==> src/design/sbb_pkg.sv <==
package sbb_pkg;

  // fixed field widths
  localparam int ADDR_W     = 16;
  localparam int SAMPLE_W   = 16;
  localparam int PHASE_W    = 8;
  localparam int SINE_DEPTH = 256;
  localparam int CFG_IDX_W  = 3;
  localparam int CFG_DATA_W = 8;

  // register reset values
  localparam logic [1:0] CHAN_EN_RST       = 2'd3;
  localparam logic       BLOCK_MODE_RST    = 1'b1;
  localparam logic [7:0] BLOCK_SAMPLES_RST = 8'd128;
  localparam logic [7:0] PAGE_LIMIT_RST    = 8'd0;
  localparam logic       WAVE_EN_RST       = 1'b0;
  localparam logic [7:0] PHASE_STEP_RST    = 8'd1;
  localparam logic [7:0] WAVE_AMP_RST      = 8'd255;
  localparam logic [7:0] WAVE_OFFSET_RST   = 8'd0;

  typedef enum logic [1:0] {
    CMD_TICK     = 2'd0,
    CMD_START    = 2'd1,
    CMD_CONSUMED = 2'd2,
    CMD_STOP     = 2'd3
  } cmd_e;

  typedef enum logic [1:0] {
    KIND_WORD   = 2'd0,
    KIND_DAC    = 2'd1,
    KIND_STATUS = 2'd2
  } kind_e;

  typedef enum logic [CFG_IDX_W-1:0] {
    REG_CHAN_EN       = 3'd0,
    REG_BLOCK_MODE    = 3'd1,
    REG_BLOCK_SAMPLES = 3'd2,
    REG_PAGE_LIMIT    = 3'd3,
    REG_WAVE_EN       = 3'd4,
    REG_PHASE_STEP    = 3'd5,
    REG_WAVE_AMP      = 3'd6,
    REG_WAVE_OFFSET   = 3'd7
  } reg_idx_e;

  typedef struct packed {
    logic [1:0]         chan_en;
    logic               block_mode;
    logic [7:0]         block_samples;
    logic [7:0]         page_limit;
    logic               wave_en;
    logic [PHASE_W-1:0] phase_step;
    logic [7:0]         wave_amp;
    logic [7:0]         wave_offset;
  } cfg_t;

  // everything one item produces, apart from the dac value
  typedef struct packed {
    logic [1:0]          n_words;
    logic [ADDR_W-1:0]   word0_addr;
    logic [SAMPLE_W-1:0] word0_data;
    logic [ADDR_W-1:0]   word1_addr;
    logic [SAMPLE_W-1:0] word1_data;
    logic                dac_en;
    logic [ADDR_W-1:0]   status_addr;
    logic [7:0]          blocks_ready;
    logic                running;
  } rec_t;

  // one period of sine, offset binary
  localparam logic [7:0] SINE_TAB [SINE_DEPTH] = '{
    8'd128, 8'd131, 8'd134, 8'd137, 8'd140, 8'd144, 8'd147, 8'd150,
    8'd153, 8'd156, 8'd159, 8'd162, 8'd165, 8'd168, 8'd171, 8'd174,
    8'd177, 8'd179, 8'd182, 8'd185, 8'd188, 8'd191, 8'd193, 8'd196,
    8'd199, 8'd201, 8'd204, 8'd206, 8'd209, 8'd211, 8'd213, 8'd216,
    8'd218, 8'd220, 8'd222, 8'd224, 8'd226, 8'd228, 8'd230, 8'd232,
    8'd234, 8'd235, 8'd237, 8'd239, 8'd240, 8'd241, 8'd243, 8'd244,
    8'd245, 8'd246, 8'd248, 8'd249, 8'd250, 8'd250, 8'd251, 8'd252,
    8'd253, 8'd253, 8'd254, 8'd254, 8'd254, 8'd255, 8'd255, 8'd255,
    8'd255, 8'd255, 8'd255, 8'd255, 8'd254, 8'd254, 8'd254, 8'd253,
    8'd253, 8'd252, 8'd251, 8'd250, 8'd250, 8'd249, 8'd248, 8'd246,
    8'd245, 8'd244, 8'd243, 8'd241, 8'd240, 8'd239, 8'd237, 8'd235,
    8'd234, 8'd232, 8'd230, 8'd228, 8'd226, 8'd224, 8'd222, 8'd220,
    8'd218, 8'd216, 8'd213, 8'd211, 8'd209, 8'd206, 8'd204, 8'd201,
    8'd199, 8'd196, 8'd193, 8'd191, 8'd188, 8'd185, 8'd182, 8'd179,
    8'd177, 8'd174, 8'd171, 8'd168, 8'd165, 8'd162, 8'd159, 8'd156,
    8'd153, 8'd150, 8'd147, 8'd144, 8'd140, 8'd137, 8'd134, 8'd131,
    8'd128, 8'd125, 8'd122, 8'd119, 8'd116, 8'd112, 8'd109, 8'd106,
    8'd103, 8'd100, 8'd97,  8'd94,  8'd91,  8'd88,  8'd85,  8'd82,
    8'd79,  8'd77,  8'd74,  8'd71,  8'd68,  8'd65,  8'd63,  8'd60,
    8'd57,  8'd55,  8'd52,  8'd50,  8'd47,  8'd45,  8'd43,  8'd40,
    8'd38,  8'd36,  8'd34,  8'd32,  8'd30,  8'd28,  8'd26,  8'd24,
    8'd22,  8'd21,  8'd19,  8'd17,  8'd16,  8'd15,  8'd13,  8'd12,
    8'd11,  8'd10,  8'd8,   8'd7,   8'd6,   8'd6,   8'd5,   8'd4,
    8'd3,   8'd3,   8'd2,   8'd2,   8'd2,   8'd1,   8'd1,   8'd1,
    8'd1,   8'd1,   8'd1,   8'd1,   8'd2,   8'd2,   8'd2,   8'd3,
    8'd3,   8'd4,   8'd5,   8'd6,   8'd6,   8'd7,   8'd8,   8'd10,
    8'd11,  8'd12,  8'd13,  8'd15,  8'd16,  8'd17,  8'd19,  8'd21,
    8'd22,  8'd24,  8'd26,  8'd28,  8'd30,  8'd32,  8'd34,  8'd36,
    8'd38,  8'd40,  8'd43,  8'd45,  8'd47,  8'd50,  8'd52,  8'd55,
    8'd57,  8'd60,  8'd63,  8'd65,  8'd68,  8'd71,  8'd74,  8'd77,
    8'd79,  8'd82,  8'd85,  8'd88,  8'd91,  8'd94,  8'd97,  8'd100,
    8'd103, 8'd106, 8'd109, 8'd112, 8'd116, 8'd119, 8'd122, 8'd125
  };

endpackage

==> src/design/sbb_if.sv <==
// command channel
interface sbb_in_if;
  logic                          valid;
  logic                          ready;
  logic [1:0]                    command;
  logic [sbb_pkg::SAMPLE_W-1:0]  sample_zero;
  logic [sbb_pkg::SAMPLE_W-1:0]  sample_one;

  modport source (output valid, command, sample_zero, sample_one, input ready);
  modport sink   (input valid, command, sample_zero, sample_one, output ready);
endinterface

// result channel
interface sbb_out_if;
  logic                          valid;
  logic                          ready;
  logic [1:0]                    kind;
  logic [sbb_pkg::ADDR_W-1:0]    address;
  logic [sbb_pkg::SAMPLE_W-1:0]  data;
  logic [7:0]                    blocks_ready;
  logic                          running;
  logic                          last;

  modport source (output valid, kind, address, data, blocks_ready, running, last,
                  input ready);
  modport sink   (input valid, kind, address, data, blocks_ready, running, last,
                  output ready);
endinterface

==> src/design/sbb_sine_rom.sv <==
module sbb_sine_rom (
  input  logic                        clk_i,
  input  logic                        en_i,
  input  logic [sbb_pkg::PHASE_W-1:0] addr_i,
  output logic [7:0]                  data_o
);

  logic [7:0] data_q;

  // synchronous read, registered output
  always_ff @(posedge clk_i) begin
    if (en_i) begin
      data_q <= sbb_pkg::SINE_TAB[addr_i];
    end
  end

  assign data_o = data_q;

endmodule

==> src/design/sbb_core.sv <==
module sbb_core (
  input  logic                         clk_i,
  input  logic                         rst_ni,
  input  sbb_pkg::cfg_t                cfg_i,
  sbb_in_if.sink                       in_i,
  input  logic                         rec_take_i,
  output logic                         rec_valid_o,
  output sbb_pkg::rec_t                rec_o,
  output logic                         rom_en_o,
  output logic [sbb_pkg::PHASE_W-1:0]  rom_addr_o
);

  logic [sbb_pkg::ADDR_W-1:0]  ptr_q, ptr_d, ptr_tick;
  logic [7:0]                  left_q, left_d, left_tick;
  logic [7:0]                  rdy_q, rdy_d;
  logic                        active_q, active_d;
  logic [sbb_pkg::PHASE_W-1:0] phase_q, phase_d, phase_tick;
  logic                        rec_valid_q, rec_valid_d;
  sbb_pkg::rec_t               rec_q, rec_d;
  logic                        fire, tick;
  logic [1:0]                  nw;

  // stage slot frees when the output side takes it
  assign in_i.ready = !rec_valid_q || rec_take_i;
  assign fire       = in_i.valid && in_i.ready;
  assign tick       = (sbb_pkg::cmd_e'(in_i.command) == sbb_pkg::CMD_TICK) && active_q;

  // per-tick arithmetic
  assign nw         = {1'b0, cfg_i.chan_en[0]} + {1'b0, cfg_i.chan_en[1]};
  assign ptr_tick   = ptr_q + sbb_pkg::ADDR_W'({nw, 1'b0});
  assign left_tick  = left_q - 8'(nw);
  assign phase_tick = phase_q + cfg_i.phase_step;

  // state update
  always_comb begin
    ptr_d    = ptr_q;
    left_d   = left_q;
    rdy_d    = rdy_q;
    active_d = active_q;
    phase_d  = phase_q;
    case (sbb_pkg::cmd_e'(in_i.command))
      sbb_pkg::CMD_TICK: begin
        if (active_q) begin
          ptr_d  = ptr_tick;
          left_d = left_tick;
          if (cfg_i.block_mode) begin
            if (left_tick == 8'd0) begin
              rdy_d  = rdy_q + 8'd1;
              left_d = cfg_i.block_samples;
            end
          end else if (ptr_tick[sbb_pkg::ADDR_W-1 -: 8] >= cfg_i.page_limit) begin
            active_d = 1'b0;
          end
          if (cfg_i.wave_en) begin
            phase_d = phase_tick;
          end
        end
      end
      sbb_pkg::CMD_START: begin
        ptr_d    = '0;
        left_d   = cfg_i.block_samples;
        rdy_d    = 8'd0;
        phase_d  = '0;
        active_d = 1'b1;
      end
      sbb_pkg::CMD_CONSUMED: begin
        if (rdy_q != 8'd0) begin
          rdy_d = rdy_q - 8'd1;
        end
      end
      sbb_pkg::CMD_STOP: begin
        active_d = 1'b0;
      end
      default: begin
        active_d = active_q;
      end
    endcase
  end

  // result record of this item
  always_comb begin
    rec_d.n_words      = tick ? nw : 2'd0;
    rec_d.word0_addr   = ptr_q;
    rec_d.word0_data   = cfg_i.chan_en[0] ? in_i.sample_one : in_i.sample_zero;
    rec_d.word1_addr   = ptr_q + sbb_pkg::ADDR_W'(2);
    rec_d.word1_data   = in_i.sample_zero;
    rec_d.dac_en       = tick && cfg_i.wave_en;
    rec_d.status_addr  = ptr_d;
    rec_d.blocks_ready = rdy_d;
    rec_d.running      = active_d;
  end

  assign rec_valid_d = fire ? 1'b1 : (rec_take_i ? 1'b0 : rec_valid_q);

  always_ff @(posedge clk_i or negedge rst_ni) begin
    if (!rst_ni) begin
      ptr_q       <= '0;
      left_q      <= 8'd0;
      rdy_q       <= 8'd0;
      active_q    <= 1'b0;
      phase_q     <= '0;
      rec_valid_q <= 1'b0;
    end else begin
      rec_valid_q <= rec_valid_d;
      if (fire) begin
        ptr_q    <= ptr_d;
        left_q   <= left_d;
        rdy_q    <= rdy_d;
        active_q <= active_d;
        phase_q  <= phase_d;
      end
    end
  end

  always_ff @(posedge clk_i) begin
    if (fire) begin
      rec_q <= rec_d;
    end
  end

  // sine lookup runs alongside the record
  assign rom_en_o    = fire && tick && cfg_i.wave_en;
  assign rom_addr_o  = phase_tick;
  assign rec_valid_o = rec_valid_q;
  assign rec_o       = rec_q;

endmodule

==> src/design/sbb_out.sv <==
module sbb_out (
  input  logic          clk_i,
  input  logic          rst_ni,
  input  sbb_pkg::cfg_t cfg_i,
  input  logic          rec_valid_i,
  input  sbb_pkg::rec_t rec_i,
  input  logic [7:0]    rom_data_i,
  output logic          rec_take_o,
  sbb_out_if.source     out_o
);

  logic          b_valid_q, b_valid_d;
  sbb_pkg::rec_t b_rec_q;
  logic [7:0]    dac_q, dac_d;
  logic [1:0]    idx_q, idx_d;
  logic [1:0]    last_idx;
  logic [15:0]   prod;
  logic          is_last, out_fire, done, take;

  // item boundaries
  assign last_idx = b_rec_q.n_words + {1'b0, b_rec_q.dac_en};
  assign is_last  = idx_q == last_idx;
  assign out_fire = out_o.valid && out_o.ready;
  assign done     = out_fire && is_last;
  assign take     = rec_valid_i && (!b_valid_q || done);

  // scale and offset the sine sample
  assign prod  = rom_data_i * cfg_i.wave_amp;
  assign dac_d = prod[15:8] + cfg_i.wave_offset;

  always_comb begin
    b_valid_d = b_valid_q;
    idx_d     = idx_q;
    if (take) begin
      b_valid_d = 1'b1;
      idx_d     = 2'd0;
    end else if (done) begin
      b_valid_d = 1'b0;
      idx_d     = 2'd0;
    end else if (out_fire) begin
      idx_d = idx_q + 2'd1;
    end
  end

  always_ff @(posedge clk_i or negedge rst_ni) begin
    if (!rst_ni) begin
      b_valid_q <= 1'b0;
      idx_q     <= 2'd0;
    end else begin
      b_valid_q <= b_valid_d;
      idx_q     <= idx_d;
    end
  end

  always_ff @(posedge clk_i) begin
    if (take) begin
      b_rec_q <= rec_i;
      dac_q   <= dac_d;
    end
  end

  // pick the beat for the current index
  always_comb begin
    if (idx_q < b_rec_q.n_words) begin
      out_o.kind    = sbb_pkg::KIND_WORD;
      out_o.address = (idx_q == 2'd0) ? b_rec_q.word0_addr : b_rec_q.word1_addr;
      out_o.data    = (idx_q == 2'd0) ? b_rec_q.word0_data : b_rec_q.word1_data;
    end else if (b_rec_q.dac_en && (idx_q == b_rec_q.n_words)) begin
      out_o.kind    = sbb_pkg::KIND_DAC;
      out_o.address = '0;
      out_o.data    = {8'd0, dac_q};
    end else begin
      out_o.kind    = sbb_pkg::KIND_STATUS;
      out_o.address = b_rec_q.status_addr;
      out_o.data    = '0;
    end
  end

  assign out_o.valid        = b_valid_q;
  assign out_o.blocks_ready = b_rec_q.blocks_ready;
  assign out_o.running      = b_rec_q.running;
  assign out_o.last         = is_last;
  assign rec_take_o         = take;

endmodule

==> src/design/sample_block_buffer_with_dds.sv <==
// Sample block buffer with sine generator.
// in_i carries commands (sample tick, start, block consumed, stop) with the
// two converter samples; out_o carries result beats: memory word writes,
// a dac update and one status beat that closes every item (last set).
// Registers are written through cfg_we_i / cfg_idx_i / cfg_data_i; the user
// must write them only while idle; the block itself does not enforce it. A
// tick while running gives up to four beats: the enabled sample words, the
// dac update when the generator is on, then status. Any other item gives
// status alone. An item is registered in the core record, then in the output
// buffer that presents its beats; the sine rom read and the amplitude
// multiply sit between the two stages. One beat per cycle while the receiver
// is ready; an item's one to four beats leave in turn through the single
// output port. One item waits in the first stage while the previous one
// drains, so one more item is accepted while a beat is stalled at the
// output. Reset clears the state and loads register defaults; no clearing
// pass. When the receiver stalls, the beat holds and the input fills one slot.
module sample_block_buffer_with_dds (
  input  logic                           clk_i,
  input  logic                           rst_ni,
  sbb_in_if.sink                         in_i,
  sbb_out_if.source                      out_o,
  input  logic                           cfg_we_i,
  input  logic [sbb_pkg::CFG_IDX_W-1:0]  cfg_idx_i,
  input  logic [sbb_pkg::CFG_DATA_W-1:0] cfg_data_i
);

  sbb_pkg::cfg_t               cfg_q, cfg_d;
  sbb_pkg::rec_t               rec;
  logic                        rec_valid, rec_take;
  logic                        rom_en;
  logic [sbb_pkg::PHASE_W-1:0] rom_addr;
  logic [7:0]                  rom_data;

  // register writes
  always_comb begin
    cfg_d = cfg_q;
    if (cfg_we_i) begin
      case (sbb_pkg::reg_idx_e'(cfg_idx_i))
        sbb_pkg::REG_CHAN_EN:       cfg_d.chan_en       = cfg_data_i[1:0];
        sbb_pkg::REG_BLOCK_MODE:    cfg_d.block_mode    = cfg_data_i[0];
        sbb_pkg::REG_BLOCK_SAMPLES: cfg_d.block_samples = cfg_data_i;
        sbb_pkg::REG_PAGE_LIMIT:    cfg_d.page_limit    = cfg_data_i;
        sbb_pkg::REG_WAVE_EN:       cfg_d.wave_en       = cfg_data_i[0];
        sbb_pkg::REG_PHASE_STEP:    cfg_d.phase_step    = cfg_data_i;
        sbb_pkg::REG_WAVE_AMP:      cfg_d.wave_amp      = cfg_data_i;
        sbb_pkg::REG_WAVE_OFFSET:   cfg_d.wave_offset   = cfg_data_i;
        default:                    cfg_d               = cfg_q;
      endcase
    end
  end

  always_ff @(posedge clk_i or negedge rst_ni) begin
    if (!rst_ni) begin
      cfg_q.chan_en       <= sbb_pkg::CHAN_EN_RST;
      cfg_q.block_mode    <= sbb_pkg::BLOCK_MODE_RST;
      cfg_q.block_samples <= sbb_pkg::BLOCK_SAMPLES_RST;
      cfg_q.page_limit    <= sbb_pkg::PAGE_LIMIT_RST;
      cfg_q.wave_en       <= sbb_pkg::WAVE_EN_RST;
      cfg_q.phase_step    <= sbb_pkg::PHASE_STEP_RST;
      cfg_q.wave_amp      <= sbb_pkg::WAVE_AMP_RST;
      cfg_q.wave_offset   <= sbb_pkg::WAVE_OFFSET_RST;
    end else begin
      cfg_q <= cfg_d;
    end
  end

  // state update and item record
  sbb_core u_core (
    .clk_i       (clk_i),
    .rst_ni      (rst_ni),
    .cfg_i       (cfg_q),
    .in_i        (in_i),
    .rec_take_i  (rec_take),
    .rec_valid_o (rec_valid),
    .rec_o       (rec),
    .rom_en_o    (rom_en),
    .rom_addr_o  (rom_addr)
  );

  // sine table
  sbb_sine_rom u_rom (
    .clk_i  (clk_i),
    .en_i   (rom_en),
    .addr_i (rom_addr),
    .data_o (rom_data)
  );

  // dac scaling and beat sequencing
  sbb_out u_out (
    .clk_i       (clk_i),
    .rst_ni      (rst_ni),
    .cfg_i       (cfg_q),
    .rec_valid_i (rec_valid),
    .rec_i       (rec),
    .rom_data_i  (rom_data),
    .rec_take_o  (rec_take),
    .out_o       (out_o)
  );

`ifndef NO_ASSERTIONS
  // an item always closes with its status beat
  a_last_is_status: assert property (@(posedge clk_i) disable iff (!rst_ni)
    out_o.valid && out_o.last |-> out_o.kind == sbb_pkg::KIND_STATUS)
    else $error("final beat of an item is not a status beat");

  // beats of one item follow without a gap
  a_no_gap: assert property (@(posedge clk_i) disable iff (!rst_ni)
    out_o.valid && out_o.ready && !out_o.last |=> out_o.valid)
    else $error("item broken off before its final beat");

  // a start leaves a running record with the pointer cleared
  a_start: assert property (@(posedge clk_i) disable iff (!rst_ni)
    in_i.valid && in_i.ready && in_i.command == sbb_pkg::CMD_START
    |=> rec_valid && rec.running && rec.status_addr == '0 && rec.blocks_ready == 8'd0)
    else $error("start did not reset the acquisition state");
`endif

endmodule
==> src/flat_wrapper.sv <==
// flat-port wrapper written by rule: the top's interface ports become plain ports
module sample_block_buffer_with_dds_flat 
  (clk_i, rst_ni, cfg_we_i, cfg_idx_i, cfg_data_i, in_i_valid, in_i_command, in_i_sample_zero, in_i_sample_one, in_i_ready, out_o_valid, out_o_kind, out_o_address, out_o_data, out_o_blocks_ready, out_o_running, out_o_last, out_o_ready);
  sbb_in_if in_i_i ();
  sbb_out_if out_o_i ();
  input  logic clk_i;
  input  logic rst_ni;
  input  logic cfg_we_i;
  input  logic [sbb_pkg::CFG_IDX_W-1:0] cfg_idx_i;
  input  logic [sbb_pkg::CFG_DATA_W-1:0] cfg_data_i;
  input wire logic [$bits(in_i_i.valid)-1:0] in_i_valid;
  input wire logic [$bits(in_i_i.command)-1:0] in_i_command;
  input wire logic [$bits(in_i_i.sample_zero)-1:0] in_i_sample_zero;
  input wire logic [$bits(in_i_i.sample_one)-1:0] in_i_sample_one;
  output wire logic [$bits(in_i_i.ready)-1:0] in_i_ready;
  output wire logic [$bits(out_o_i.valid)-1:0] out_o_valid;
  output wire logic [$bits(out_o_i.kind)-1:0] out_o_kind;
  output wire logic [$bits(out_o_i.address)-1:0] out_o_address;
  output wire logic [$bits(out_o_i.data)-1:0] out_o_data;
  output wire logic [$bits(out_o_i.blocks_ready)-1:0] out_o_blocks_ready;
  output wire logic [$bits(out_o_i.running)-1:0] out_o_running;
  output wire logic [$bits(out_o_i.last)-1:0] out_o_last;
  input wire logic [$bits(out_o_i.ready)-1:0] out_o_ready;
  assign in_i_i.valid = in_i_valid;
  assign in_i_i.command = in_i_command;
  assign in_i_i.sample_zero = in_i_sample_zero;
  assign in_i_i.sample_one = in_i_sample_one;
  assign in_i_ready = in_i_i.ready;
  assign out_o_valid = out_o_i.valid;
  assign out_o_kind = out_o_i.kind;
  assign out_o_address = out_o_i.address;
  assign out_o_data = out_o_i.data;
  assign out_o_blocks_ready = out_o_i.blocks_ready;
  assign out_o_running = out_o_i.running;
  assign out_o_last = out_o_i.last;
  assign out_o_i.ready = out_o_ready;
  sample_block_buffer_with_dds u_core (.clk_i(clk_i), .rst_ni(rst_ni), .in_i(in_i_i), .out_o(out_o_i), .cfg_we_i(cfg_we_i), .cfg_idx_i(cfg_idx_i), .cfg_data_i(cfg_data_i));
endmodule
==> config.mk <==
export PLATFORM = sky130hd
export DESIGN_NAME = sample_block_buffer_with_dds_flat
export DESIGN_NICKNAME = d
export VERILOG_FILES = /design/src/design/sbb_pkg.sv /design/src/design/sbb_if.sv /design/src/design/sbb_sine_rom.sv /design/src/design/sbb_core.sv /design/src/design/sbb_out.sv /design/src/design/sample_block_buffer_with_dds.sv /design/src/flat_wrapper.sv
export SDC_FILE = /design/constraint.sdc
export NUM_CORES = 1
export LEC_CHECK = 0
export BUFFER_PORTS_ARGS = -buffer_cell sky130_fd_sc_hd__clkbuf_2
export CAP_MARGIN = 10
export CORE_UTILIZATION = 35
export DETAILED_ROUTE_END_ITERATION = 10
export HOLD_SLACK_MARGIN = 0.06
export PLACE_DENSITY = 0.55
export SLEW_MARGIN = 20
export SYNTH_ARGS = -nofsm -noshare
export SYNTH_HDL_FRONTEND = slang
export SYNTH_SLANG_ARGS = --single-unit
==> constraint.sdc <==
create_clock -name clk_i -period 6.2 [get_ports clk_i]
set_input_delay 0.62 -clock clk_i [delete_from_list [all_inputs] [get_ports clk_i]]
set_output_delay 0.62 -clock clk_i [all_outputs]
set_load 0.1 [all_outputs]
==> flow_summary.json <==
{
  "outcome": "completed",
  "cp-end-kind": "flip-flop",
  "core_um2": 47700,
  "drive_above_1_share_pct": 17.7,
  "start_util_pct": 35.4,
  "antenna_found_initial": 0,
  "clk_pin_slew_ns": 0.06,
  "die_y_um": 222,
  "max_cap_viol_count": 0,
  "synthTopCellsByCount": "198 x edfxtp_1, 119 x nand2_1, 102 x o21ai_0, 92 x nor2_1, 86 x inv_1",
  "rows": 80,
  "cp_max_fo": 8,
  "drt_iter0_markers": 953,
  "syn_avg_cell_area_um2": 11.1,
  "ys_types": 95,
  "ys_warn_count": 0,
  "async_flop_share_pct": 31.0,
  "yosys-top-cells-area": "edfxtp_1 35%, dfrtp_1 11%, ha_1 5.8%",
  "gp_congestion": 0.891,
  "die_area_um2": 49200,
  "synthCells": 1526,
  "synth_flop_cell": "edfxtp_1",
  "routed_via_density": 5.34,
  "cts_tree": "done",
  "cts_sinks": 287,
  "placed_area_um2": 17800,
  "vias": 11800,
  "synth_seq_area_share_pct": 48.4,
  "io_buffers": 95,
  "fin_area_um2": 19000,
  "arrival_ns": 5.99,
  "slew_headroom_pct": 35.6,
  "grt_pass1_vias": 11800,
  "wirelength_um": 40700,
  "diodes": 0,
  "cts_root_buf": "clkbuf_16",
  "dieWidth_um": 222,
  "grt_usage_pct": 16.5,
  "timing.final.crit_share_pct": 91.5,
  "drt_pass1_iterations": 5,
  "cts_buffers": 30,
  "grt_max_degree": 61,
  "start_kind": "flip-flop",
  "cts_setup_buffers": 0,
  "worst_slew_pin_slew_ns": 0.965,
  "setup_viol": 0,
  "cts-htree-levels": 1,
  "synth_seq_cells": 287,
  "min_path_type": "primary input to flip-flop",
  "path_class": "flip-flop to flip-flop",
  "yosysTopAreaCell": "edfxtp_1",
  "cts_buffer_depth": 3,
  "num_io_pins": 96,
  "synth_top_area_share_pct": 35.1,
  "finalSetupTns_ns": 0,
  "yosysMostFrequentCell": "edfxtp_1",
  "dp_hpwl_um": 28200,
  "grt_pass1_wl_um": 65600,
  "nFillCells": 4595,
  "slew_viol_final": 0,
  "fmax_ghz": 0.176,
  "rsz0062_at_grt": "no",
  "ant_nets": 0,
  "wl_per_cell_um": 18.4,
  "syn-num-nets": 1693,
  "worstPathRequired_ns": 6.52,
  "r2r_slack_ns": 0.53,
  "fin_nets": 1739,
  "grt.overflow.total": 0,
  "skew_ns": 0.0214,
  "syn_to_final_growth_pct": 12.0,
  "drc_errors": 0,
  "hold_viol": 0,
  "finalCriticalPeriod_ns": 5.67,
  "netlist_area_um2": 16900,
  "clkLatencyLatePin_ns": 0.59,
  "synth_edf_count": 198
}
cell type report:
class | count | area, um2 | area share [%]
Multi-Input combinational cell | 1053 | 7950 | 41.9
Inverter | 88 | 333 | 1.76
Clock buffer | 33 | 772 | 4.07
Tap cell | 615 | 769 | 4.06
Clock inverter | 23 | 333 | 1.76
Timing Repair Buffer | 112 | 608 | 3.21
Sequential cell | 287 | 8190 | 43.2
worst max-delay path, stage by stage, from the launching register on:
cell,delay [ns]
edfxtp_1,0.51
and2_1,0.22
fa_1,0.57
fa_1,0.44
fa_1,0.55
inv_1,0.06
fa_1,0.53
inv_1,0.04
ha_1,0.32
and3_1,0.16
a21oi_1,0.10
o21ai_1,0.12
o21a_1,0.24
nor2_1,0.17
ha_1,0.25
a21o_1,0.18
a21oi_1,0.22
o21bai_1,0.09
a21oi_1,0.21
o21ai_0,0.15
xnor2_1,0.20
xnor2_1,0.09
layer usage:
| layer | routed length, um | share of wire [%] | global-route usage [%] | up-vias |
|---|---|---|---|---|
| met5 | 0 | 0 | 0 | - |
| met4 | 930 | 2.3 | 4.66 | 0 |
| met3 | 2210 | 5.4 | 2.00 | 70 |
| met2 | 18000 | 44 | 25.4 | 373 |
| met1 | 19600 | 48 | 24.3 | 5707 |
| li1 | - | - | - | 5666 |
worst paths after layout:
check / endpoint / depth (start not counted) / from
setup / recovery: u_core.u_out.dac_q[7]$_DFFE_PP_ / 21 / u_core.u_rom.data_o[4]$_DFFE_PP_
hold / removal: u_core.u_core.rec_o[35]$_DFFE_PP_ / 1 / in_i_sample_zero[9]
setup reg to reg: u_core.u_out.dac_q[7]$_DFFE_PP_ / 21 / u_core.u_rom.data_o[4]$_DFFE_PP_
hold reg to reg: u_core.u_out.b_rec_q[72]$_DFFE_PP_ / 0 / u_core.u_core.rec_o[72]$_DFFE_PP_
max in group asynchronous: u_core.cfg_q[20]$_DFFE_PN0P_ / 3 / rst_ni
min in group asynchronous: u_core.u_core.ptr_q[5]$_DFFE_PN0P_ / 2 / rst_ni
cells by family after synthesis:
family	after synthesis	share of synthesized area [%]
buf+inv	186	4.81
simple gates	409	12.2
xor+xnor	56	2.90
compound gates	367	14.6
fa+ha+maj	117	10.4
flops	287	48.4
mux	104	6.68
cell usage in the layout (no fill, tap or decap), types with 8 or more instances in the layout:
cell type,netlist,layout
edfxtp_1,198,198
nand2_1,119,119
o21ai_0,102,102
clkbuf_2,0,94
nor2_1,92,92
inv_1,86,86
ha_1,78,77
dfrtp_1,76,76
a21oi_1,69,69
mux2_2,68,68
and2_1,50,50
xnor2_1,42,42
fa_1,39,39
mux2i_1,35,35
nand3_1,33,33
clkbuf_16,0,30
nor3_1,29,29
a31oi_1,20,20
o22ai_1,20,20
a21o_1,17,17
buf_4,8,17
o211ai_1,16,16
a22o_1,14,14
xor2_1,14,13
dfstp_2,13,13
nor4_1,11,11
a211oi_1,11,11
and3_1,10,10
nand4_1,8,8
what timing repair did:
item,in CTS,in global routing
hold endpoints to repair,24,0
hold buffers,1,0
resized for setup,0,0
flip-flops by register name, indices dropped and copies added (netlist names):
signal	flops
u_core.u_core.active_q	1
u_core.u_out.idx_q	2
u_core.u_core.left_q	8
u_core.u_out.out_o.running	1
u_core.u_core.rec_o	91
u_core.u_core.rec_valid_o	1
u_core.u_out.out_o.valid	1
u_core.cfg_q	44
u_core.u_core.phase_q	8
u_core.u_core.ptr_q	16
u_core.u_core.rdy_q	8
u_core.u_rom.data_o	8
u_core.u_out.dac_q	8
u_core.u_out.b_rec_q	82
u_core.u_out.out_o.blocks_ready	8
stage by stage:
step	std cells	utilization [%]	worst slack [ns]	hold WS [ns]
6_report	2211	39.7	0.529	0.236
3_5_place_dp	2154	37.4	0.499	0.405
3_3_place_gp	2154	37.4	0.520	0.400
5_1_grt	2211	39.7	0.107	0.206
2_1_floorplan	1526	-	0.104	0.324
4_1_cts	2211	39.7	0.487	0.196
Power is left out: the tool's default activity adds up to more than one toggle a clock period on the data nets, which glitch-free logic cannot reach.
